[config.mk]
export PLATFORM = sky130hd
export DESIGN_NAME = periodic_task_tick_scheduler_top
export DESIGN_NICKNAME = d
export VERILOG_FILES = /design/src/rtl/ptts_pkg.sv /design/src/rtl/ptts_ram.sv /design/src/rtl/ptts_ctrl.sv /design/src/rtl/periodic_task_tick_scheduler_top.sv
export SDC_FILE = /design/constraint.sdc
export NUM_CORES = 1
export LEC_CHECK = 0
export ABC_AREA = 1
export ABC_CLOCK_PERIOD_IN_PS = 6500
export BUFFER_PORTS_ARGS = -buffer_cell sky130_fd_sc_hd__buf_4
export CORE_AREA = 2 2 250 375
export CTS_BUF_LIST = sky130_fd_sc_hd__clkbuf_4
export DETAILED_ROUTE_END_ITERATION = 16
export DIE_AREA = 0 0 252 377
export GPL_TIMING_DRIVEN = 0
export PLACE_DENSITY_LB_ADDON = 0.3
export RECOVER_POWER = 50
export SLEW_MARGIN = 0
export SYNTH_ARGS = -nofsm -noshare
export SYNTH_HDL_FRONTEND = slang
export SYNTH_SLANG_ARGS = --single-unit
export TNS_END_PERCENT = 10
[constraint.sdc]
create_clock -name clock -period 6.5 [get_ports clock]
set_clock_uncertainty 0.2 [all_clocks]
set_input_delay 0.325 -clock clock [delete_from_list [all_inputs] [get_ports clock]]
set_output_delay 0.325 -clock clock [all_outputs]
set_load 0.01 [all_outputs]
[src/rtl/ptts_pkg.sv]
`timescale 1ns / 1ps
// ----------------------------------------------------------------------------
// ptts_pkg
// Shared types and constants of the periodic task tick scheduler.
// ----------------------------------------------------------------------------
package ptts_pkg;

   localparam int TASK_SLOTS_DEF  = 5;
   localparam int QUEUE_DEPTH_DEF = 16;

   localparam int TIME_W  = 32;
   localparam int SLOT_W  = 3;
   localparam int DROP_W  = 4;

   typedef enum logic [1:0] {
      ACT_ADD      = 2'd0,
      ACT_START    = 2'd1,
      ACT_TICK     = 2'd2,
      ACT_DISPATCH = 2'd3
   } action_type;

   typedef enum logic [1:0] {
      STATUS_OK          = 2'd0,
      STATUS_ADD_RUNNING = 2'd1,
      STATUS_TABLE_FULL  = 2'd2,
      STATUS_NOT_STARTED = 2'd3
   } status_type;

   typedef enum logic [2:0] {
      ST_IDLE,
      ST_EXEC,
      ST_TICK,
      ST_FINISH,
      ST_POP
   } state_type;

   typedef struct packed {
      logic [SLOT_W-1:0] ready_slot;
      logic              slot_valid;
      status_type        status;
      logic [DROP_W-1:0] dropped_count;
      logic              last_result;
   } rsp_word_type;

endpackage

[src/rtl/ptts_ram.sv]
`timescale 1ns / 1ps
// ----------------------------------------------------------------------------
// ptts_ram
// Generic simple dual-port RAM, one write port, one registered read port.
// ----------------------------------------------------------------------------
module ptts_ram #(
   parameter int WIDTH = 8,
   parameter int DEPTH = 16,
   parameter int AW    = (DEPTH > 1) ? $clog2(DEPTH) : 1
) (
   input  logic             clock,
   input  logic             wr_en,
   input  logic [AW-1:0]    wr_addr,
   input  logic [WIDTH-1:0] wr_data,
   input  logic             rd_en,
   input  logic [AW-1:0]    rd_addr,
   output logic [WIDTH-1:0] rd_data
);

   logic [WIDTH-1:0] mem_ff [DEPTH];
   logic [WIDTH-1:0] rd_data_ff;

   always_ff @(posedge clock) begin
      if (wr_en) begin
         mem_ff[wr_addr] <= wr_data;
      end
      if (rd_en) begin
         rd_data_ff <= mem_ff[rd_addr];
      end
   end

   assign rd_data = rd_data_ff;

endmodule

[src/rtl/ptts_ctrl.sv]
`timescale 1ns / 1ps
// ----------------------------------------------------------------------------
// ptts_ctrl
// Sequencer: walks the task table on a tick, drains the ready ring on a
// dispatch, and produces one result word at a time.
// ----------------------------------------------------------------------------
module ptts_ctrl #(
   parameter int TASK_SLOTS  = ptts_pkg::TASK_SLOTS_DEF,
   parameter int QUEUE_DEPTH = ptts_pkg::QUEUE_DEPTH_DEF,
   parameter int SLOT_AW     = (TASK_SLOTS > 1) ? $clog2(TASK_SLOTS) : 1,
   parameter int RING_AW     = $clog2(QUEUE_DEPTH)
) (
   input  logic                          clock,
   input  logic                          reset,
   input  logic                          req_valid,
   input  logic [1:0]                    req_action,
   input  logic [ptts_pkg::TIME_W-1:0]   req_start_delay,
   input  logic [ptts_pkg::TIME_W-1:0]   req_repeat_period,
   output logic                          req_stall,
   input  logic                          out_free,
   output logic                          out_load,
   output ptts_pkg::rsp_word_type        out_word,
   output logic                          tbl_wr_en,
   output logic [SLOT_AW-1:0]            tbl_wr_addr,
   output logic [2*ptts_pkg::TIME_W-1:0] tbl_wr_data,
   output logic                          tbl_rd_en,
   output logic [SLOT_AW-1:0]            tbl_rd_addr,
   input  logic [2*ptts_pkg::TIME_W-1:0] tbl_rd_data,
   output logic                          ring_wr_en,
   output logic [RING_AW-1:0]            ring_wr_addr,
   output logic [ptts_pkg::SLOT_W-1:0]   ring_wr_data,
   output logic                          ring_rd_en,
   output logic [RING_AW-1:0]            ring_rd_addr,
   input  logic [ptts_pkg::SLOT_W-1:0]   ring_rd_data
);

   localparam int USED_W = $clog2(TASK_SLOTS + 1);
   localparam int FILL_W = $clog2(QUEUE_DEPTH + 1);
   localparam int TW     = ptts_pkg::TIME_W;

   ptts_pkg::state_type             state_ff, state_in;
   ptts_pkg::action_type            action_ff;
   logic [TW-1:0]                   delay_ff, period_ff;
   logic                            running_ff, running_in;
   logic [USED_W-1:0]               used_ff, used_in;
   logic [SLOT_AW-1:0]              idx_ff, idx_in;
   logic [RING_AW-1:0]              head_ff, head_in, tail_ff, tail_in;
   logic [FILL_W-1:0]               fill_ff, fill_in;
   logic [ptts_pkg::DROP_W-1:0]     dropped_ff, dropped_in;

   logic                            accept;
   logic                            last_slot;
   logic                            table_full;
   logic [TW-1:0]                   cd_cur, cd_dec, cd_new, reload;
   logic                            fire;
   logic [RING_AW-1:0]              head_next, tail_next;

   assign accept     = req_valid && !req_stall;
   assign req_stall  = (state_ff != ptts_pkg::ST_IDLE);
   assign last_slot  = ((USED_W'(idx_ff) + USED_W'(1)) == used_ff);
   assign table_full = (used_ff == USED_W'(TASK_SLOTS));

   assign cd_cur = tbl_rd_data[TW-1:0];
   assign reload = tbl_rd_data[2*TW-1:TW];
   assign cd_dec = (cd_cur != '0) ? cd_cur - TW'(1) : '0;
   assign fire   = (cd_dec == '0);
   assign cd_new = fire ? reload : cd_dec;

   assign head_next = (head_ff == RING_AW'(QUEUE_DEPTH - 1)) ? '0 : head_ff + RING_AW'(1);
   assign tail_next = (tail_ff == RING_AW'(QUEUE_DEPTH - 1)) ? '0 : tail_ff + RING_AW'(1);

   // next state
   always_comb begin
      state_in = state_ff;
      case (state_ff)
         ptts_pkg::ST_IDLE: begin
            if (accept) begin
               state_in = ptts_pkg::ST_EXEC;
            end
         end
         ptts_pkg::ST_EXEC: begin
            if (running_ff && action_ff == ptts_pkg::ACT_TICK) begin
               state_in = (used_ff == '0) ? ptts_pkg::ST_FINISH : ptts_pkg::ST_TICK;
            end else if (running_ff && action_ff == ptts_pkg::ACT_DISPATCH
                         && fill_ff != '0) begin
               state_in = ptts_pkg::ST_POP;
            end else if (out_free) begin
               state_in = ptts_pkg::ST_IDLE;
            end
         end
         ptts_pkg::ST_TICK: begin
            if (last_slot) begin
               state_in = ptts_pkg::ST_FINISH;
            end
         end
         ptts_pkg::ST_FINISH: begin
            if (out_free) begin
               state_in = ptts_pkg::ST_IDLE;
            end
         end
         ptts_pkg::ST_POP: begin
            if (out_free && fill_ff == FILL_W'(1)) begin
               state_in = ptts_pkg::ST_IDLE;
            end
         end
         default: state_in = ptts_pkg::ST_IDLE;
      endcase
   end

   // outputs and datapath
   always_comb begin
      running_in   = running_ff;
      used_in      = used_ff;
      idx_in       = idx_ff;
      head_in      = head_ff;
      tail_in      = tail_ff;
      fill_in      = fill_ff;
      dropped_in   = dropped_ff;
      out_load     = 1'b0;
      out_word     = '{ready_slot: '0, slot_valid: 1'b0, status: ptts_pkg::STATUS_OK,
                       dropped_count: '0, last_result: 1'b1};
      tbl_wr_en    = 1'b0;
      tbl_wr_addr  = idx_ff;
      tbl_wr_data  = {reload, cd_new};
      tbl_rd_en    = 1'b0;
      tbl_rd_addr  = idx_ff;
      ring_wr_en   = 1'b0;
      ring_wr_addr = tail_ff;
      ring_wr_data = ptts_pkg::SLOT_W'(idx_ff);
      ring_rd_en   = 1'b0;
      ring_rd_addr = head_ff;
      case (state_ff)
         ptts_pkg::ST_IDLE: begin
            if (accept) begin
               idx_in     = '0;
               dropped_in = '0;
            end
         end
         ptts_pkg::ST_EXEC: begin
            case (action_ff)
               ptts_pkg::ACT_ADD: begin
                  out_load = out_free;
                  if (running_ff) begin
                     out_word.status = ptts_pkg::STATUS_ADD_RUNNING;
                  end else if (table_full) begin
                     out_word.status = ptts_pkg::STATUS_TABLE_FULL;
                  end else begin
                     out_word.slot_valid = 1'b1;
                     out_word.ready_slot = ptts_pkg::SLOT_W'(used_ff);
                     tbl_wr_en   = out_free;
                     tbl_wr_addr = SLOT_AW'(used_ff);
                     tbl_wr_data = {period_ff, delay_ff};
                     if (out_free) begin
                        used_in = used_ff + USED_W'(1);
                     end
                  end
               end
               ptts_pkg::ACT_START: begin
                  out_load = out_free;
                  if (out_free) begin
                     running_in = 1'b1;
                  end
               end
               ptts_pkg::ACT_TICK: begin
                  if (!running_ff) begin
                     out_load        = out_free;
                     out_word.status = ptts_pkg::STATUS_NOT_STARTED;
                  end else begin
                     tbl_rd_en   = (used_ff != '0);
                     tbl_rd_addr = '0;
                  end
               end
               ptts_pkg::ACT_DISPATCH: begin
                  if (!running_ff) begin
                     out_load        = out_free;
                     out_word.status = ptts_pkg::STATUS_NOT_STARTED;
                  end else if (fill_ff == '0) begin
                     out_load = out_free;
                  end else begin
                     ring_rd_en = 1'b1;
                  end
               end
               default: ;
            endcase
         end
         ptts_pkg::ST_TICK: begin
            tbl_wr_en = 1'b1;
            if (fire) begin
               if (fill_ff < FILL_W'(QUEUE_DEPTH)) begin
                  ring_wr_en = 1'b1;
                  tail_in    = tail_next;
                  fill_in    = fill_ff + FILL_W'(1);
               end else begin
                  dropped_in = dropped_ff + ptts_pkg::DROP_W'(1);
               end
            end
            if (!last_slot) begin
               tbl_rd_en   = 1'b1;
               tbl_rd_addr = idx_ff + SLOT_AW'(1);
               idx_in      = idx_ff + SLOT_AW'(1);
            end
         end
         ptts_pkg::ST_FINISH: begin
            out_load               = out_free;
            out_word.dropped_count = dropped_ff;
         end
         ptts_pkg::ST_POP: begin
            out_load               = out_free;
            out_word.slot_valid    = 1'b1;
            out_word.ready_slot    = ring_rd_data;
            out_word.last_result   = (fill_ff == FILL_W'(1));
            if (out_free) begin
               head_in = head_next;
               fill_in = fill_ff - FILL_W'(1);
               if (fill_ff != FILL_W'(1)) begin
                  ring_rd_en   = 1'b1;
                  ring_rd_addr = head_next;
               end
            end
         end
         default: ;
      endcase
   end

   always_ff @(posedge clock) begin
      if (reset) begin
         state_ff   <= ptts_pkg::ST_IDLE;
         running_ff <= 1'b0;
         used_ff    <= '0;
         idx_ff     <= '0;
         head_ff    <= '0;
         tail_ff    <= '0;
         fill_ff    <= '0;
         dropped_ff <= '0;
      end else begin
         state_ff   <= state_in;
         running_ff <= running_in;
         used_ff    <= used_in;
         idx_ff     <= idx_in;
         head_ff    <= head_in;
         tail_ff    <= tail_in;
         fill_ff    <= fill_in;
         dropped_ff <= dropped_in;
      end
   end

   always_ff @(posedge clock) begin
      if (accept) begin
         action_ff <= ptts_pkg::action_type'(req_action);
         delay_ff  <= req_start_delay;
         period_ff <= req_repeat_period;
      end
   end

endmodule

[src/rtl/periodic_task_tick_scheduler_top.sv]
`timescale 1ns / 1ps
// ----------------------------------------------------------------------------
// periodic_task_tick_scheduler_top
// Periodic task table with tick countdowns and a ring of ready slot numbers.
//
//   channel | dir | handshake           | words
//   req     | in  | req_valid/req_stall | action, start_delay, repeat_period
//   rsp     | out | rsp_valid/rsp_stall | ready_slot, slot_valid, status,
//           |     |                     | dropped_count, last_result
//
// Add, start and refused items: a single result word, loaded in EXEC.
// Tick: one table RAM read-modify-write per cycle over the used slots.
// Dispatch: ring read in EXEC, then one slot per cycle while not stalled.
// Reset clears the control state only; RAM contents need no clearing pass.
// rsp_stall holds the sequencer; req_stall is high while an item is in work.
// ----------------------------------------------------------------------------
module periodic_task_tick_scheduler_top #(
   parameter int TASK_SLOTS  = ptts_pkg::TASK_SLOTS_DEF,
   parameter int QUEUE_DEPTH = ptts_pkg::QUEUE_DEPTH_DEF
) (
   input  logic                        clock,
   input  logic                        reset,
   input  logic                        req_valid,
   output logic                        req_stall,
   input  logic [1:0]                  req_action,
   input  logic [ptts_pkg::TIME_W-1:0] req_start_delay,
   input  logic [ptts_pkg::TIME_W-1:0] req_repeat_period,
   output logic                        rsp_valid,
   input  logic                        rsp_stall,
   output logic [ptts_pkg::SLOT_W-1:0] rsp_ready_slot,
   output logic                        rsp_slot_valid,
   output logic [1:0]                  rsp_status,
   output logic [ptts_pkg::DROP_W-1:0] rsp_dropped_count,
   output logic                        rsp_last_result
);

   localparam int SLOT_AW = (TASK_SLOTS > 1) ? $clog2(TASK_SLOTS) : 1;
   localparam int RING_AW = $clog2(QUEUE_DEPTH);
   localparam int TBL_W   = 2 * ptts_pkg::TIME_W;

   logic                        out_free, out_load;
   ptts_pkg::rsp_word_type      out_word;
   ptts_pkg::rsp_word_type      rsp_word_ff;
   logic                        rsp_valid_ff, rsp_valid_in;

   logic                        tbl_wr_en, tbl_rd_en;
   logic [SLOT_AW-1:0]          tbl_wr_addr, tbl_rd_addr;
   logic [TBL_W-1:0]            tbl_wr_data, tbl_rd_data;
   logic                        ring_wr_en, ring_rd_en;
   logic [RING_AW-1:0]          ring_wr_addr, ring_rd_addr;
   logic [ptts_pkg::SLOT_W-1:0] ring_wr_data, ring_rd_data;

   assign out_free = !rsp_valid_ff || !rsp_stall;

   ptts_ctrl #(
      .TASK_SLOTS  (TASK_SLOTS),
      .QUEUE_DEPTH (QUEUE_DEPTH),
      .SLOT_AW     (SLOT_AW),
      .RING_AW     (RING_AW)
   ) u_ctrl (
      .clock             (clock),
      .reset             (reset),
      .req_valid         (req_valid),
      .req_action        (req_action),
      .req_start_delay   (req_start_delay),
      .req_repeat_period (req_repeat_period),
      .req_stall         (req_stall),
      .out_free          (out_free),
      .out_load          (out_load),
      .out_word          (out_word),
      .tbl_wr_en         (tbl_wr_en),
      .tbl_wr_addr       (tbl_wr_addr),
      .tbl_wr_data       (tbl_wr_data),
      .tbl_rd_en         (tbl_rd_en),
      .tbl_rd_addr       (tbl_rd_addr),
      .tbl_rd_data       (tbl_rd_data),
      .ring_wr_en        (ring_wr_en),
      .ring_wr_addr      (ring_wr_addr),
      .ring_wr_data      (ring_wr_data),
      .ring_rd_en        (ring_rd_en),
      .ring_rd_addr      (ring_rd_addr),
      .ring_rd_data      (ring_rd_data)
   );

   ptts_ram #(
      .WIDTH (TBL_W),
      .DEPTH (TASK_SLOTS),
      .AW    (SLOT_AW)
   ) u_task_ram (
      .clock   (clock),
      .wr_en   (tbl_wr_en),
      .wr_addr (tbl_wr_addr),
      .wr_data (tbl_wr_data),
      .rd_en   (tbl_rd_en),
      .rd_addr (tbl_rd_addr),
      .rd_data (tbl_rd_data)
   );

   ptts_ram #(
      .WIDTH (ptts_pkg::SLOT_W),
      .DEPTH (QUEUE_DEPTH),
      .AW    (RING_AW)
   ) u_ring_ram (
      .clock   (clock),
      .wr_en   (ring_wr_en),
      .wr_addr (ring_wr_addr),
      .wr_data (ring_wr_data),
      .rd_en   (ring_rd_en),
      .rd_addr (ring_rd_addr),
      .rd_data (ring_rd_data)
   );

   // output register
   always_comb begin
      rsp_valid_in = rsp_valid_ff;
      if (out_load) begin
         rsp_valid_in = 1'b1;
      end else if (!rsp_stall) begin
         rsp_valid_in = 1'b0;
      end
   end

   always_ff @(posedge clock) begin
      if (reset) begin
         rsp_valid_ff <= 1'b0;
      end else begin
         rsp_valid_ff <= rsp_valid_in;
      end
   end

   always_ff @(posedge clock) begin
      if (out_load) begin
         rsp_word_ff <= out_word;
      end
   end

   assign rsp_valid         = rsp_valid_ff;
   assign rsp_ready_slot    = rsp_word_ff.ready_slot;
   assign rsp_slot_valid    = rsp_word_ff.slot_valid;
   assign rsp_status        = rsp_word_ff.status;
   assign rsp_dropped_count = rsp_word_ff.dropped_count;
   assign rsp_last_result   = rsp_word_ff.last_result;

endmodule

[After elaboration in Yosys (flattened, before gate mapping)]
Memories as Yosys holds them, arrays and structs flattened. A register that Yosys moved wholly into a read port is not among the register bits.
Cells that the tools add are included.
Storage, ports and cells
  output and inout port bits: 13
  flip-flop bits (word level): 105
  memories kept: 2
  input bits: 70
  RAM bits: 368
Operators by class
  bitwise operators: 2
  reduce and logical (&&, ||, !) cells: 31
  add/subtract/negate cells: 8
  equality and inequality tests: 21
  order comparisons: 1
  multiplexer cells: 73
Memories
  u_task_ram.mem_ff: words 5, width 64, rd ports 1, clocked after Yosys merged registers in 1, wr ports 1, line ptts_ram.sv:20  | logic [WIDTH-1:0] mem_ff [DEPTH];
  u_ring_ram.mem_ff: words 16, width 3, rd ports 1, clocked after Yosys merged registers in 1, wr ports 1, line ptts_ram.sv:20
Operators with widths (number)
  64-bit two-way mux: 4
  32-bit two-way mux: 2
  4-bit two-way mux: 11
  3-bit two-way mux: 14
  32-bit logical NOT: 1
  32-bit nonzero test: 1
  32-bit by 1-bit subtractor with 32-bit output, second input constant: 1
  1-bit two-way mux: 24
  4-bit one-hot mux with 2 select lines: 2
  5-bit two-way mux: 3
  3-bit one-hot mux with 5 select lines: 1
  2-bit by 1-bit inequality test with 1-bit output, second input constant: 7
  4-bit by 1-bit adder with 4-bit output, second input constant: 3
  3-bit one-hot mux with 2 select lines: 2
  5-bit one-hot mux with 2 select lines: 1
  3-bit AND reduction: 3
  4-bit equality test, second input constant: 2
  1-bit one-hot mux with 2 select lines: 4
  4-bit AND reduction: 2
  3-bit by 1-bit adder with 3-bit output, second input constant: 2
  3-bit by 2-bit equality test with 1-bit output, second input constant: 2
  3-bit equality test, second input constant: 2
  3-bit logical NOT: 2
  2-bit two-way mux: 3
  other kinds (24): 37

[Depth between registers and ports, before layout]
Gate-level depths: netlist of run 1.
  depth in word-level cells: 8
  gate-level depth with buffers: 18
  gate-level depth less buffers: 18

[Modules after synthesis]
Synthesis of run 1 repeated with hierarchy kept, for this count alone.
Second synthesis, totals
  cells, all modules: 2516
  area total of the unflattened synthesis: 24325.8 um^2
Modules (own cells, without submodules)
  ptts_ram (u_task_ram): area each 15409.8 um^2, instances 1, cells each 1348, seq. area each 11531.1 um^2
  ptts_ctrl: area each 6276.0 um^2, instances 1, cells each 927, seq. area each 2522.4 um^2
  ptts_ram (u_ring_ram): area each 2270.9 um^2, instances 1, cells each 226, seq. area each 1531.5 um^2
  periodic_task_tick_scheduler_top: area each 369.1 um^2, instances 1, cells each 15, seq. area each 350.3 um^2

[Worst setup path after synthesis of run 1]
OpenSTA, ideal clock, no wires.
  path type: register to register
  from: register u_ctrl.state_ff[1]
  to: memory u_task_ram.mem_ff[4][0] (netlist bit) (enable)
  cell stages (with the launch flop): 9
  arrival time: 5905 ps
  library setup time: 565 ps
  slack: -169 ps
  cell sequence: dfxtp_1 > inv_1 > nand3_1 > nor4_1 > nand2_1 > clkbuf_1 > a21oi_1 > nand2_1 > nor3_1
On the way
  cells in the longest elaborated chain, start to end: 4
  elaborated cells between the ends (all ways): 6
RTL lines
  from (decl): line ptts_ctrl.sv:41  | ptts_pkg::state_type state_ff, state_in;
  from (signal assigned): line ptts_ctrl.sv:227  | state_ff <= ptts_pkg::ST_IDLE;
  from (signal assigned): line ptts_ctrl.sv:236  | state_ff <= state_in;
  3-bit by 2-bit equality test with 1-bit output or 3-bit by 1-bit equality test with 1-bit output (tied branches): line ptts_ctrl.sv:132  | case (state_ff)
  1-bit one-hot mux with 2 select lines: line ptts_ctrl.sv:132
  1-bit two-way mux: line ptts_ram.sv:24  | if (wr_en) begin
  1-bit two-way mux (implied by the code): line ptts_ram.sv:25  | mem_ff[wr_addr] <= wr_data;
  to (decl): line ptts_ram.sv:20
Parallel ways exist; a longest one is shown, timed or not.

[Worst setup path after layout of run 1]
  from: register u_task_ram.rd_data_ff[0] (netlist: u_task_ram.rd_data[0]), read port of u_task_ram.mem_ff
  to: memory u_task_ram.mem_ff[3][9] (netlist bit), data pin
On the way
  cells in the longest elaborated chain, start to end: 8
  elaborated cells between the ends (all ways): 9
RTL lines
  from (decl): line ptts_ram.sv:21  | logic [WIDTH-1:0] rd_data_ff;
  32-bit by 1-bit subtractor with 32-bit output or 32-bit nonzero test (tied branches): line ptts_ctrl.sv:65  | assign cd_dec = (cd_cur != '0) ? cd_cur - TW'(1) : '0;
  32-bit two-way mux *: line ptts_ctrl.sv:65
  32-bit logical NOT: line ptts_ctrl.sv:66  | assign fire = (cd_dec == '0);
  32-bit two-way mux *: line ptts_ctrl.sv:67  | assign cd_new = fire ? reload : cd_dec;
  64-bit two-way mux: line ptts_ctrl.sv:145  | end else if (table_full) begin
  64-bit two-way mux: line ptts_ctrl.sv:143  | if (running_ff) begin
  64-bit two-way mux: line ptts_ctrl.sv:140  | case (action_ff)
  64-bit two-way mux *: line ptts_ctrl.sv:132
  named net tbl_wr_data[9]: line periodic_task_tick_scheduler_top.sv:48  | logic [TBL_W-1:0] tbl_wr_data, tbl_rd_data;
The timed path passes the listed nets; every way through them passes the cells marked *.

==> out/summary.md, run 1 <==
The final number of setup-violating endpoints was 0; the worst hold path stage count was 3. The tools report the cell row count as 136. Averaged over all synthesized cells, the footprint is 11.1 µm². The clock net sink count was 540. The proportion of register bits with asynchronous set or reset after synthesis was 0. At the later pin of the worst-skew pair, clock insertion delay measures 1020 ps. Maximum fanout count along the critical path: 10.

Traced cell by cell, the critical path runs through inv_1 -> ha_1 -> nand2_4 -> nor2_8 -> nand2_4 -> nor2_1 -> clkinvlp_2 -> clkbuf_1 -> nand3_1 -> nand2_1 -> nor2_1 -> nand3_2 -> nor2_8 -> buf_6 -> nand2_1 -> a31oi_1. For the final core utilization, the log shows 0.308. The reg2reg setup slack was 1300 ps; the area enclosed by the die boundary was 0.0950 mm². The number of H-tree levels is 4.

The slowest stage of the critical path belongs to the cell sky130_fd_sc_hd__nor2_1. Counting flops with a built-in enable in the synthesized netlist gives 512. The kind of end point of the critical path is a flop. The required time of the worst setup path was 7040 ps; the final critical path time including I/O delays and setup was 5200 ps.

Initial antenna violation count: 3. At the pin with the least slew margin, the transition time is 1740 ps. The top cell type's share of synthesized area was 0.675. The worst hold path terminates at u_ctrl.ring_wr_addr[2]$_SDFFE_PP0P_. Share of final-layout standard cells stronger than drive strength 1: 0.140. Count of distinct cell types in the synthesized netlist: 41. Setup repair after global routing left no endpoint under its margin.

The first global-routing pass estimated 101,000 µm of wire. The flow ran to the end, but the final reports show violations. The floorplan step set the die width to 252 µm.

The die span in y was 377 µm. After floorplanning, the core was sized to cover 0.0915 mm². The remaining max-slew budget at the tightest pin came out at -0.164. Dividing the detail-routed via count by the number of cells gives 4.52.

Once detail routing completed, the nets flagged for antenna violations numbered 0. For the count of pins over their slew limit, the log shows 70. Global routing finished with a remaining overflow of 0. After the first detailed-routing iteration, the DRC count stood at 1,111. Sorting the synthesized cells by area gives the leading types as sky130_fd_sc_hd__edfxtp_1 (68%), sky130_fd_sc_hd__nand2_1 (8.5%), sky130_fd_sc_hd__nor2_1 (5.1%), sky130_fd_sc_hd__o21ai_0 (3.1%), sky130_fd_sc_hd__dfxtp_1 (2.5%). For the number of remaining DRC errors, the log shows 0. The run gives 0 as the synthesis warning total. The first TritonRoute pass finished after 5 iterations. The final count of hold timing violations was 0; the pin count of the biggest net entering global routing was 37.

The routed design has 68,200 µm of wire. The placement-stage cell area is 0.0253 mm². The run gives 0.0228 mm² as the post-synthesis instance area.

The total power divided by cell area was 249 mW/mm²; the post-placement cell count was 3,315. The via count of the first global-routing pass is 17,400, and the final clock period utilization by the worst path is 0.800. By count the netlist is led by sky130_fd_sc_hd__nand2_1 (514), sky130_fd_sc_hd__edfxtp_1 (512), sky130_fd_sc_hd__nor2_1 (307). The port buffer count was 81. The tools report the starting density of the core as 0.249. The worst register-to-register path ends at u_task_ram.mem_ff[3][9]$_DFFE_PP_. Classification of the worst-slack hold path: input pin to flop. The clock transition at the registers of the reported paths was 60 ps.

Startpoint of the most critical hold path: reset. Buffers inserted during clock tree synthesis total 138. The finished layout holds 3,696 standard cells, fillers aside.

For the number of fillers in the final layout, the log shows 9,454. On the worst path, the slowest cell contributes a delay of 610 ps. The run gives 2,129 as the number of nets produced by synthesis. Detailed routing inserted a total of 16,700 vias. After synthesis the netlist holds a flip-flop and latch count of 540. The clock passes through at most 3 buffers. 83 I/O pins were placed. STA classifies the critical path startpoint as a flop. The leakage component of the power is 10.2 nW, and the sum of net half-perimeters after detailed placement is 45,900 µm.

The tools report the root buffer selected by CTS as sky130_fd_sc_hd__clkbuf_4. The worst setup path is of the flop to flop kind. IR analysis of the VDD net gives a maximum drop of 0.000111 V. Measured in cells, the most critical reg-to-reg path has a length of 16. The synthesized design spends more area on one cell type than any other, namely sky130_fd_sc_hd__edfxtp_1. The area growth from synthesis to final layout was 23.8%. The run gives 0 ps as the final-layout setup total negative slack.

TritonCTS built the clock tree. Dividing the detail-routed wire length by the instance count gives 18.4 µm. The worst hold margin is 240 ps, and the timing-limited maximum frequency is 192 MHz. For the part of the Yosys area used for sequential elements, the log shows 0.700. At the end of routability-driven placement, the weighted congestion stood at 0.883. The max capacitance violation total was 3; the total track usage was 0.143.

The final cell area excluding filler cells came out at 0.0282 mm². Worst reg2reg path startpoint: u_task_ram.rd_data[0]$_DFFE_PP_. The tools report the net total in the final layout as 2,505.

Among all flip-flop cells after synthesis, the most frequent one is sky130_fd_sc_hd__edfxtp_1. The final reports fail on max-capacitance violations, max-slew violations. The most common cell in the synthesized netlist was sky130_fd_sc_hd__nand2_1. Synthesis handed over a netlist of 2,045 instances. The data arrival time of the critical path was 5750 ps.
logic make-up (layout without fill, tap and decap cells):
| logic type | count (synthesis) | in the layout | share of synthesized area |
|---|---|---|---|
| simple gates | 941 | 941 | 0.169 |
| flops | 540 | 540 | 0.700 |
| compound gates | 343 | 343 | 0.0838 |
| buf+inv | 192 | 662 | 0.0336 |
| fa+ha+maj | 14 | 14 | 0.00769 |
| xor+xnor | 14 | 14 | 0.00538 |
| mux | 1 | 1 | 0.000440 |
| other cells | 0 | 8 | 0 |
worst max-delay path by stage:
stage	from	endpoint	slack [ps]
after floorplan	u_ctrl.state_ff[1]$_SDFFE_PP0P_	u_task_ram.mem_ff[0][0]$_DFFE_PP_	1550
after global placement	u_ctrl.state_ff[1]$_SDFFE_PP0P_	u_task_ram.mem_ff[0][11]$_DFFE_PP_	-2220
after detailed placement	u_ctrl.state_ff[1]$_SDFFE_PP0P_	u_task_ram.mem_ff[0][8]$_DFFE_PP_	2100
after CTS	u_ctrl.state_ff[1]$_SDFFE_PP0P_	u_task_ram.mem_ff[0][35]$_DFFE_PP_	2040
after global routing	u_task_ram.rd_data[0]$_DFFE_PP_	u_task_ram.mem_ff[4][12]$_DFFE_PP_	990
final	u_task_ram.rd_data[0]$_DFFE_PP_	u_task_ram.mem_ff[3][9]$_DFFE_PP_	1300
what timing repair did:
action                                 in CTS  in global routing
hold buffers                              139                  0
buffers inserted                            0                  0
endpoints found under the hold margin     164                  0
resized for setup                           0                  0
layout by cell type (no fill, tap or decap), types with 4 or more instances in the layout:
cell / count
sky130_fd_sc_hd__clkbuf_4: 263
sky130_fd_sc_hd__o22ai_1: 64
sky130_fd_sc_hd__a21oi_1: 60
sky130_fd_sc_hd__nand4_1: 7
sky130_fd_sc_hd__edfxtp_1: 512
sky130_fd_sc_hd__inv_1: 104
sky130_fd_sc_hd__a31oi_1: 24
sky130_fd_sc_hd__nor2_1: 305
sky130_fd_sc_hd__nand3_1: 64
sky130_fd_sc_hd__o211ai_1: 15
sky130_fd_sc_hd__nand2_2: 13
sky130_fd_sc_hd__clkinv_1: 22
sky130_fd_sc_hd__nor3_1: 7
sky130_fd_sc_hd__buf_1: 7
sky130_fd_sc_hd__ha_1: 14
sky130_fd_sc_hd__inv_2: 9
sky130_fd_sc_hd__buf_2: 9
sky130_fd_sc_hd__o21bai_1: 10
sky130_fd_sc_hd__buf_12: 10
sky130_fd_sc_hd__nand3_2: 8
sky130_fd_sc_hd__xor2_1: 10
sky130_fd_sc_hd__xnor2_1: 4
sky130_fd_sc_hd__nor2_4: 8
sky130_fd_sc_hd__nor2_2: 5
sky130_fd_sc_hd__o21ai_0: 139
sky130_fd_sc_hd__clkbuf_1: 80
sky130_fd_sc_hd__diode_2: 8
sky130_fd_sc_hd__dlygate4sd3_1: 139
sky130_fd_sc_hd__dfxtp_1: 28
sky130_fd_sc_hd__o21ai_1: 25
sky130_fd_sc_hd__nand2_1: 515
per-layer routing:
metal / GRT usage / wire [µm] / part of all wire / up-vias
met5: 0 / 8 / 0.00012 / -
met4: 0.0800 / 3400 / 0.050 / 2
met3: 0.0304 / 3150 / 0.046 / 170
met2: 0.265 / 36000 / 0.53 / 530
met1: 0.149 / 25600 / 0.38 / 8031
li1: - / - / - / 7963
power by group:
group	leakage, nW	internal, mW	switching (mW)
clock	1.03	1.52	1.40
combinational	4.27	0.110	0.128
sequential	4.89	3.84	0.0195
total	10.2	5.46	1.55
metrics by stage:
step	setup WS, ps	power (mW)
after floorplan	1550	4.01
after global placement	-2220	4.11
after detailed placement	2100	4.12
after CTS	2040	7.13
after global routing	988	7.29
final	1300	7.01
cell type report:
type	count	area, µm²	area share
sequential	540	15900	0.565
antenna	8	20.0	0.000710
buffer	82	342	0.0121
timing repair buffer	236	2230	0.0790
tap	1173	1470	0.0520
clock buffer	198	1490	0.0527
inverter	110	414	0.0147
clock inverter	36	235	0.00834
multi-input combinational	1313	6070	0.215
sequential cells by signal, summed over array words and instances (netlist names), 2 cells and up:
signal / count
rsp_dropped_count: 4
rsp_ready_slot: 3
rsp_status: 2
u_ctrl.action_ff: 2
u_ctrl.delay_ff: 32
u_ctrl.dropped_ff: 4
u_ctrl.fill_ff: 5
u_ctrl.head_ff: 4
u_ctrl.period_ff: 32
u_ctrl.ring_wr_addr: 4
u_ctrl.ring_wr_data: 3
u_ctrl.state_ff: 3
u_ctrl.used_ff: 3
u_ring_ram.mem_ff: 48
u_ring_ram.rd_data: 3
u_task_ram.mem_ff: 320
u_task_ram.rd_data: 64
worst max-delay path: cells and delay by family, from the launching register on:
family,cells,cell delay (ps)
buffers and inverters,4,1420
and+or+nand+nor,10,2230
adders and majority gates,1,280
AOI/OAI and AO/OA,1,350
DFF,1,460
Note: power is estimated with default switching activity, not from simulation.
==> run 2, diff against run 1 <==
Settings changed: ABC_AREA 1 to 0, ABC_CLOCK_PERIOD_IN_PS 6500 to 4800, CORE_AREA 2 2 250 375 to 2 2 247 371, DIE_AREA 0 0 252 377 to 0 0 249 373.
Clock period 6.5 ns to 4.8 ns, I/O delays scaled along.
==> run 2 against run 1 <==
  * Setup slack worse by 1100 ps
  * Synthesized cell count is 12% lower
  * The flow still finishes with violations (max-capacitance violations, max-slew violations)
  * Maximum frequency is 13% higher
  * Largest cell class unchanged
  * Routed wire length is 6.1% lower
  * Combinational power is 37% higher
==> out/summary.md, run 2 <==
The run finished, with violations left. The final reports fail on max-capacitance violations, max-slew violations. In the routed design, unresolved DRC markers number 0. Number of iterations in the first detailed-routing pass: 6. The congestion estimate from routability-driven global placement came to 0.860. Across all setup checks in the final design, the least slack found is 185 ps.

The timing-limited maximum frequency is 217 MHz. The tools report the total CTS buffers as 142. The logic depth of the worst register-to-register path was 13. The initial antenna violation count is 1, and the clock transition at the registers of the reported paths is 70 ps.

The area share of fa/ha/maj cells after synthesis works out to 0.00787. The floorplan step set the die height to 373 µm. On the critical path the largest part of the delay comes from simple AND/OR/NAND/NOR gates. Setup repair after global routing left no endpoint under its margin. The final count of hold timing violations is 0, and the remaining global-route overflow is 0.

In the layout the commonest cells are sky130_fd_sc_hd__nand2_1 (531), sky130_fd_sc_hd__edfxtp_1 (512), sky130_fd_sc_hd__clkbuf_4 (258). The later pin in the worst-skew pair is clocked with a latency of 970 ps. The kind of end point of the critical path was a flop. The synthesized design spends more area on one cell type than any other, namely sky130_fd_sc_hd__edfxtp_1.

The number of register bits inferred by synthesis came out at 540. The most common cell in the synthesized netlist is sky130_fd_sc_hd__nand2_1. In the final layout, flip-flops and latches occupy 0.0159 mm². In this run, distinct cell masters in the synthesized netlist total 65.

During synthesis, Yosys emitted a total of 0 warnings. The prevailing post-synth register cell is sky130_fd_sc_hd__edfxtp_1. The placement-stage worst setup slack came out at -714 ps.

Summed over all nets, the half-perimeter wirelength after detailed placement is 44,200 µm. At the pin with the least slew margin, the transition time is 2430 ps. TritonCTS built the clock tree. The part of the Yosys area used for sequential elements is 0.716, and the xor/xnor cell area share of the yosys netlist is 0.0128. For the remaining max-slew budget at the tightest pin, the log shows -0.623. The proportion of register bits with asynchronous set or reset after synthesis works out to 0. For the number of nets with antenna violations after detailed routing, the log shows 0. The cell at the slowest stage of the critical path was sky130_fd_sc_hd__or4b_4.

The region available for standard cell placement spans 0.0897 mm². The buffers plus inverters on the worst setup path was 4; the net total in the final layout was 2,264. The tree is rooted in a sky130_fd_sc_hd__clkbuf_4.

83 I/O pins were placed. The number of placed instances, taps included, is 3,061. The detailed router's first-iteration violation count is 992, and the wire length of the first global-routing pass is 96,800 µm. Sorting the synthesized cells by how often they occur yields sky130_fd_sc_hd__nand2_1 (531), sky130_fd_sc_hd__edfxtp_1 (512), sky130_fd_sc_hd__o21ai_0 (147). Classification of the worst-slack hold path: flop to flop. Setup violations remaining at the end of the flow were counted as 0. The via-per-instance ratio is 4.57. The run gives 0.000193 V as the maximum VDD drop. Leakage component of the power: 9.77 nW.

Compound-cell area share of the yosys netlist: 0.0662. The final clock period utilization by the worst path came out at 0.961. Dividing the detail-routed wire length by the instance count gives 18.6 µm. The run gives 16,400 as the via count of the first global-routing pass. Element type at the critical path start: a flop. The share of synthesized cell area in and, or, nand and nor gates is 0.155, and the number of enable-type register cells in the synthesized netlist is 512. The final-layout setup total negative slack is 0 ps, and the share of final-layout standard cells stronger than drive strength 1 is 0.159. The register with the most flip-flops in the layout has 320 of them. From synthesis to final layout, the design area changed by 25.5%. For the data arrival time of the critical path, the log shows 5150 ps. Required time of the worst setup path: 5340 ps. The initialized floorplan defines 135 standard-cell rows. The run gives 3 as the number of buffers on the longest clock path. Hold timing on the final database bottoms out at a slack of 290 ps. The maximum fanout count along the critical path is 10, and the port buffer count is 82. The cell count after synthesis came out at 1,795. The run gives 0.00602 mm² as the multi-input logic area. Area enclosed by the die boundary: 0.0929 mm². Counting instances, the worst hold path has a depth of 2.

The critical path in this run is classified as flop to flop. Counting every net in the synthesized netlist gives 1,879. Entering global routing, the biggest net connects 46 pins. Dividing the synthesized area by the synthesized cell count gives 12.4 µm². Largest incremental delay on the critical path: 560 ps. The total track usage came out at 0.138. After synthesis the cells add up to 0.0223 mm². The register with the most flip-flops in the final layout is u_task_ram.mem_ff.

The max capacitance violation total is 1, and the total power divided by cell area is 341 mW/mm². Counting every sink on the clock net gives 540. The number of cells on the critical path is 13. The run gives 9.53 mW as the total design power.

By area, the combinational part of the netlist is dominated by simple AND/OR/NAND/NOR gates. The count of pins over their slew limit is 24, and the top cell type's share of synthesized area is 0.691. For the starting density of the core, the log shows 0.248. The routed layout has 15,700 vias. The wire length reported by the detailed router is 64,000 µm.

The most frequent standard cell in the layout excluding fill and tap cells was sky130_fd_sc_hd__nand2_1. Sorting the synthesized cells by area gives the leading types as sky130_fd_sc_hd__edfxtp_1 (69%), sky130_fd_sc_hd__nand2_1 (9.0%), sky130_fd_sc_hd__o21ai_0 (3.3%), sky130_fd_sc_hd__dfxtp_1 (2.5%), sky130_fd_sc_hd__nand3_1 (1.8%). Subtracting the final worst setup slack from the clock period gives 4620 ps. Measured along the x axis, the die boundary spans 249 µm. Counting the fill cells in the layout gives 9,082. The multiplexer share of the synthesized area is 0.0223, and the filler-free cell count of the finished design is 3,433.

The clock tree synthesis step divided the H-tree into 4 levels. The signal on the critical path passes through inv_1 -> ha_1 -> nor3b_4 -> nand3_4 -> or3_1 -> buf_2 -> xnor2_1 -> or4b_4 -> o31ai_4 -> buf_4 -> buf_4 -> a21oi_1 -> a21oi_1.
-- run 2: power by group --
group          leakage (nW)  switching, mW  internal [mW]
registers              4.88         0.0343           5.20
clock network          1.02           1.90           2.07
logic                  3.88          0.171          0.156
-- run 2: worst paths after layout --
check	slack, ps	start	endpoint
setup / recovery	180	u_task_ram.rd_data[0]$_DFFE_PP_	u_task_ram.mem_ff[2][31]$_DFFE_PP_
hold / removal	290	u_ctrl.dropped_ff[3]$_SDFFE_PP0P_	u_ctrl.dropped_ff[3]$_SDFFE_PP0P_
setup reg to reg	180	u_task_ram.rd_data[0]$_DFFE_PP_	u_task_ram.mem_ff[2][31]$_DFFE_PP_
hold reg to reg	290	u_ctrl.dropped_ff[3]$_SDFFE_PP0P_	u_ctrl.dropped_ff[3]$_SDFFE_PP0P_
-- run 2: kinds of logic after synthesis --
logic type / Yosys count
AO/OA/AOI/OAI: 264
XOR/XNOR: 31
adder cells (fa/ha/maj): 14
buffers and inverters: 109
flip-flops: 540
multiplexers: 34
AND/OR/NAND/NOR: 803
-- run 2: what timing repair did --
action	in CTS	in global routing
resized for setup	4	24
buffers inserted	0	0
hold endpoints to repair	157	0
hold buffers	139	0
setup endpoints to repair	166	122
-- run 2: cell type report --
class | count | area share
diodes | 1 | 0.0000896
multi-input cells | 1146 | 0.216
clock inverters | 40 | 0.0106
plain buffers | 95 | 0.0142
flip-flops and latches | 540 | 0.571
inverters | 14 | 0.00188
clock buffers | 192 | 0.0516
well taps | 1164 | 0.0522
repair buffers | 241 | 0.0832
-- run 2: layer usage --
metal,global-route usage,wire (µm),up-vias
met5,0,0,-
met4,0.0712,2200,0
met3,0.0279,3160,128
met2,0.249,33300,495
met1,0.153,25400,7753
li1,-,-,7317
-- run 2: stage by stage --
step / util / area (µm²)
global placement: 0.271 / 24300
detailed placement: 0.277 / 24800
CTS: 0.312 / 28000
floorplan: - / 22300
global route: 0.311 / 27900
finish: 0.311 / 27900
-- run 2: worst register-to-register path: stages, from the launching register on --
cell,delay (ps)
sky130_fd_sc_hd__edfxtp_1,470
sky130_fd_sc_hd__inv_1,120
sky130_fd_sc_hd__ha_1,200
sky130_fd_sc_hd__nor3b_4,430
sky130_fd_sc_hd__nand3_4,230
sky130_fd_sc_hd__or3_1,390
sky130_fd_sc_hd__buf_2,170
sky130_fd_sc_hd__xnor2_1,130
sky130_fd_sc_hd__or4b_4,560
sky130_fd_sc_hd__o31ai_4,430
sky130_fd_sc_hd__buf_4,330
sky130_fd_sc_hd__buf_4,290
sky130_fd_sc_hd__a21oi_1,100
sky130_fd_sc_hd__a21oi_1,350
==> run 3, diff against run 2 <==
Settings changed: CORE_AREA 2 2 247 371 to 2 2 248 373, DIE_AREA 0 0 249 373 to 0 0 250 375, SYNTH_HIERARCHICAL set to 1.
==> run 3 against run 2 <==
  * Die area grew 0.94%
  * The run still ends with max-capacitance violations, max-slew violations left
  * Clock-buffer cell count down 11
  * Combinational power is 18% lower
  * Cell count down 6.1%
  * Maximum frequency up 1.9%
  * Largest power group unchanged
==> out/summary.md, run 3 <==
The type of the worst setup path is flop to flop. The most common cell in the synthesized netlist is sky130_fd_sc_hd__edfxtp_1. The cell row count is 136, and the required time of the worst setup path is 5170 ps. STA classifies the critical path endpoint as a flop. The top cell types in the final layout, fill and taps aside, are sky130_fd_sc_hd__edfxtp_1 (512), sky130_fd_sc_hd__clkbuf_4 (247), sky130_fd_sc_hd__nand2_1 (169). Summing internal, switching and leakage power gives 9.54 mW. The part of the Yosys area used for sequential elements came out at 0.708. Buffers placed on the I/O ports in this run total 82.

The via count of the first global-routing pass was 15,300; the number of buffers on the longest clock path was 3. For this run, the leading register cell type out of synthesis is sky130_fd_sc_hd__edfxtp_1. The wire-length estimate of the detail-placed layout is 43,500 µm.

The data arrival time of the critical path came out at 4900 ps. For the starting density of the core, the log shows 0.248. From bottom edge to top edge, the die measures 375 µm. After synthesis the netlist holds a flip-flop and latch count of 540. The mapped netlist covers 0.0225 mm². The share of final-layout standard cells stronger than drive strength 1 was 0.187; the net total in the final layout was 2,031. Top cell type's share of synthesized area: 0.683. For the pin with the worst max-slew slack, the measured transition is 1810 ps. The first routing iteration left 807 violations.

Global routing finished with a remaining overflow of 0. The final clock period utilization by the worst path is 0.944, and the number of flip-flops under the largest register name is 320. TritonCTS built the clock tree. The number of different library cells used by synthesis comes to 71.

When the netlist entered floorplanning its net count stood at 1,646. After technology mapping, the gate count stands at 1,565. Register bank with the most flops: u_task_ram/mem_ff.

The wire length of the first global-routing pass came out at 93,400 µm. The floorplan step set the die width to 250 µm. Setup violations remaining at the end of the flow were counted as 0. The run gives -0.211 as the remaining max-slew budget at the tightest pin.

For the I/O pin count, the log shows 83. The most frequent standard cell in the layout excluding fill and tap cells was sky130_fd_sc_hd__edfxtp_1. The die covers 0.0938 mm². The flow ran to the end, but the final reports show violations.

The tools report the met1 usage in global routing as 0.139. Sorting the synthesized cells by how often they occur yields sky130_fd_sc_hd__edfxtp_1 (512), sky130_fd_sc_hd__nand2_1 (169), sky130_fd_sc_hd__nor2_1 (104). The number of H-tree levels is 4.

met2 is the most crowded layer. The maximum fanout count along the critical path was 10. The cell sitting at the root of the clock tree is a sky130_fd_sc_hd__clkbuf_4. For this design the static power due to leakage is 9.31 nW. The placement-stage cell area is 0.0251 mm².

Classification of the worst-slack hold path: input pin to flop. Ranked by total cell area, the synthesized netlist is headed by sky130_fd_sc_hd__edfxtp_1 (68%), sky130_fd_sc_hd__mux2i_1 (3.1%), sky130_fd_sc_hd__nand2_1 (2.8%), sky130_fd_sc_hd__dfxtp_1 (2.5%), sky130_fd_sc_hd__a211oi_1 (2.2%). Summed over all failing endpoints, the final setup total negative slack is 0 ps.

The final critical path time including I/O delays and setup came out at 4530 ps. The proportion of register bits with asynchronous set or reset after synthesis was 0. The mean instance size in the synthesized netlist was 14.4 µm²; the number of nets with antenna violations after detailed routing was 0. The total power divided by cell area was 339 mW/mm². The initial antenna violation count was 2; the timing-limited maximum frequency was 221 MHz.

Cell type with the highest aggregate area in the netlist: sky130_fd_sc_hd__edfxtp_1. The final layout contains routed wiring with a total length of 62,800 µm. Using the TritonRoute via totals, the vias-per-cell ratio works out to 4.54. For the overall via count from detail_route, the log shows 14,600. The count of pins over their slew limit is 18, and the total CTS buffers is 132. The core region is 0.0909 mm². The checks that failed: max-capacitance violations, max-slew violations. CTS saw 540 sinks. Yosys printed 6 warnings. For this run, design rule violations remaining after detail routing come to 0.

The number of enable-type register cells in the synthesized netlist is 512, and the max capacitance violation total is 1. The element type at the critical path start was a flop. Maximum VDD drop: 0.000181 V. The clock transition at the registers of the reported paths was 70 ps. Total track usage: 0.134. Setup repair after global routing left no endpoint under its margin. The first detailed-routing pass ran for 5 iterations. Dividing the detail-routed wire length by the instance count gives 19.5 µm. The logs give 0.0246 for the global routing usage on met3 and 0.915 for the weighted congestion reported at the end of routability-driven placement.

The clock latency reported for the late side of the worst-skew pair was 910 ps; the global routing usage on met2 was 0.255. The final cell area excluding filler cells was 0.0281 mm²; the area growth from synthesis to final layout was 25.0%. The final count of hold timing violations is 0, and the pin count of the biggest net entering global routing is 53.
[run 3: cell count changes in the layout (fill, tap and decap cells not counted), sizes merged, moves of 64 or more]
cell / change
nand2: -362
o21ai: -122
a211oi: +65
a221oi: +65
nor2b: +65
nand3: -64
[run 3: final timing paths]
check	slack, ps	depth (start not counted)	to	start
worst min-delay path	190	6	u_ctrl/state_ff[0]$_SDFFE_PP0P_	req_valid
worst min register to register	310	2	u_ctrl/head_ff[1]$_SDFFE_PP0P_	u_ctrl/head_ff[1]$_SDFFE_PP0P_
worst max-delay path	270	11	u_ring_ram/mem_ff[0][2]$_DFFE_PP_	u_task_ram/rd_data[23]$_DFFE_PP_
worst max register to register	270	11	u_ring_ram/mem_ff[0][2]$_DFFE_PP_	u_task_ram/rd_data[23]$_DFFE_PP_
[run 3: per-layer routing]
metal  vias up  share of wire
li1       6780              -
met1      7287           0.37
met2       418           0.55
met3       144          0.040
met4         0          0.039
met5         -              0
[run 3: kinds of logic after synthesis]
group                    share of synthesized area
AO/OA/AOI/OAI                               0.0883
XOR/XNOR                                    0.0136
adder cells (fa/ha/maj)                    0.00612
buffers and inverters                       0.0344
flip-flops                                   0.708
multiplexers                                0.0470
AND/OR/NAND/NOR                              0.102
[run 3: layout make-up]
class	count	area [µm²]
Clock inverter	52	440
Fill cell	9217	62700
Buffer	84	473
Antenna cell	2	5.00
Timing Repair Buffer	251	2350
Tap cell	1173	1470
Inverter	77	289
Clock buffer	181	1360
Sequential cell	540	15900
Multi-Input combinational cell	864	5810
[run 3: stage by stage]
stage,setup WS (ps),instances,hold WS [ps],utilization
finish,271,3224,191,0.310
CTS,110,3221,62.2,0.311
global route,69.9,3224,127,0.310
global placement,-3930,2820,220,0.271
detailed placement,-545,2850,219,0.276
floorplan,-402,1565,112,-
[run 3: worst max-delay path: stages, from the launching register on]
cell and delay [ps]:
sky130_fd_sc_hd__edfxtp_1 390, sky130_fd_sc_hd__clkbuf_1 230, sky130_fd_sc_hd__nor4_1 720, sky130_fd_sc_hd__nand4_1 250, sky130_fd_sc_hd__nor3_1 360, sky130_fd_sc_hd__xnor2_1 210, sky130_fd_sc_hd__o2111a_1 350, sky130_fd_sc_hd__a31oi_4 200
sky130_fd_sc_hd__buf_6 200, sky130_fd_sc_hd__nor2_1 210, sky130_fd_sc_hd__or3b_2 530, sky130_fd_sc_hd__nor3_1 350
[run 3: timing repair]
action                                  in CTS  in global routing
hold endpoints to repair                   158                  0
gates resized for setup                      4                  0
hold buffers                               137                  0
endpoints found under the setup margin     154                  9
buffers inserted                             1                  1
pin swaps                                    1                  1
[run 3: where the power goes]
part / switching, mW / internal [mW] / leakage (nW)
Clock: 1.88 / 2.20 / 1.05
Sequential: 0.0244 / 5.17 / 4.82
Combinational: 0.126 / 0.141 / 3.44
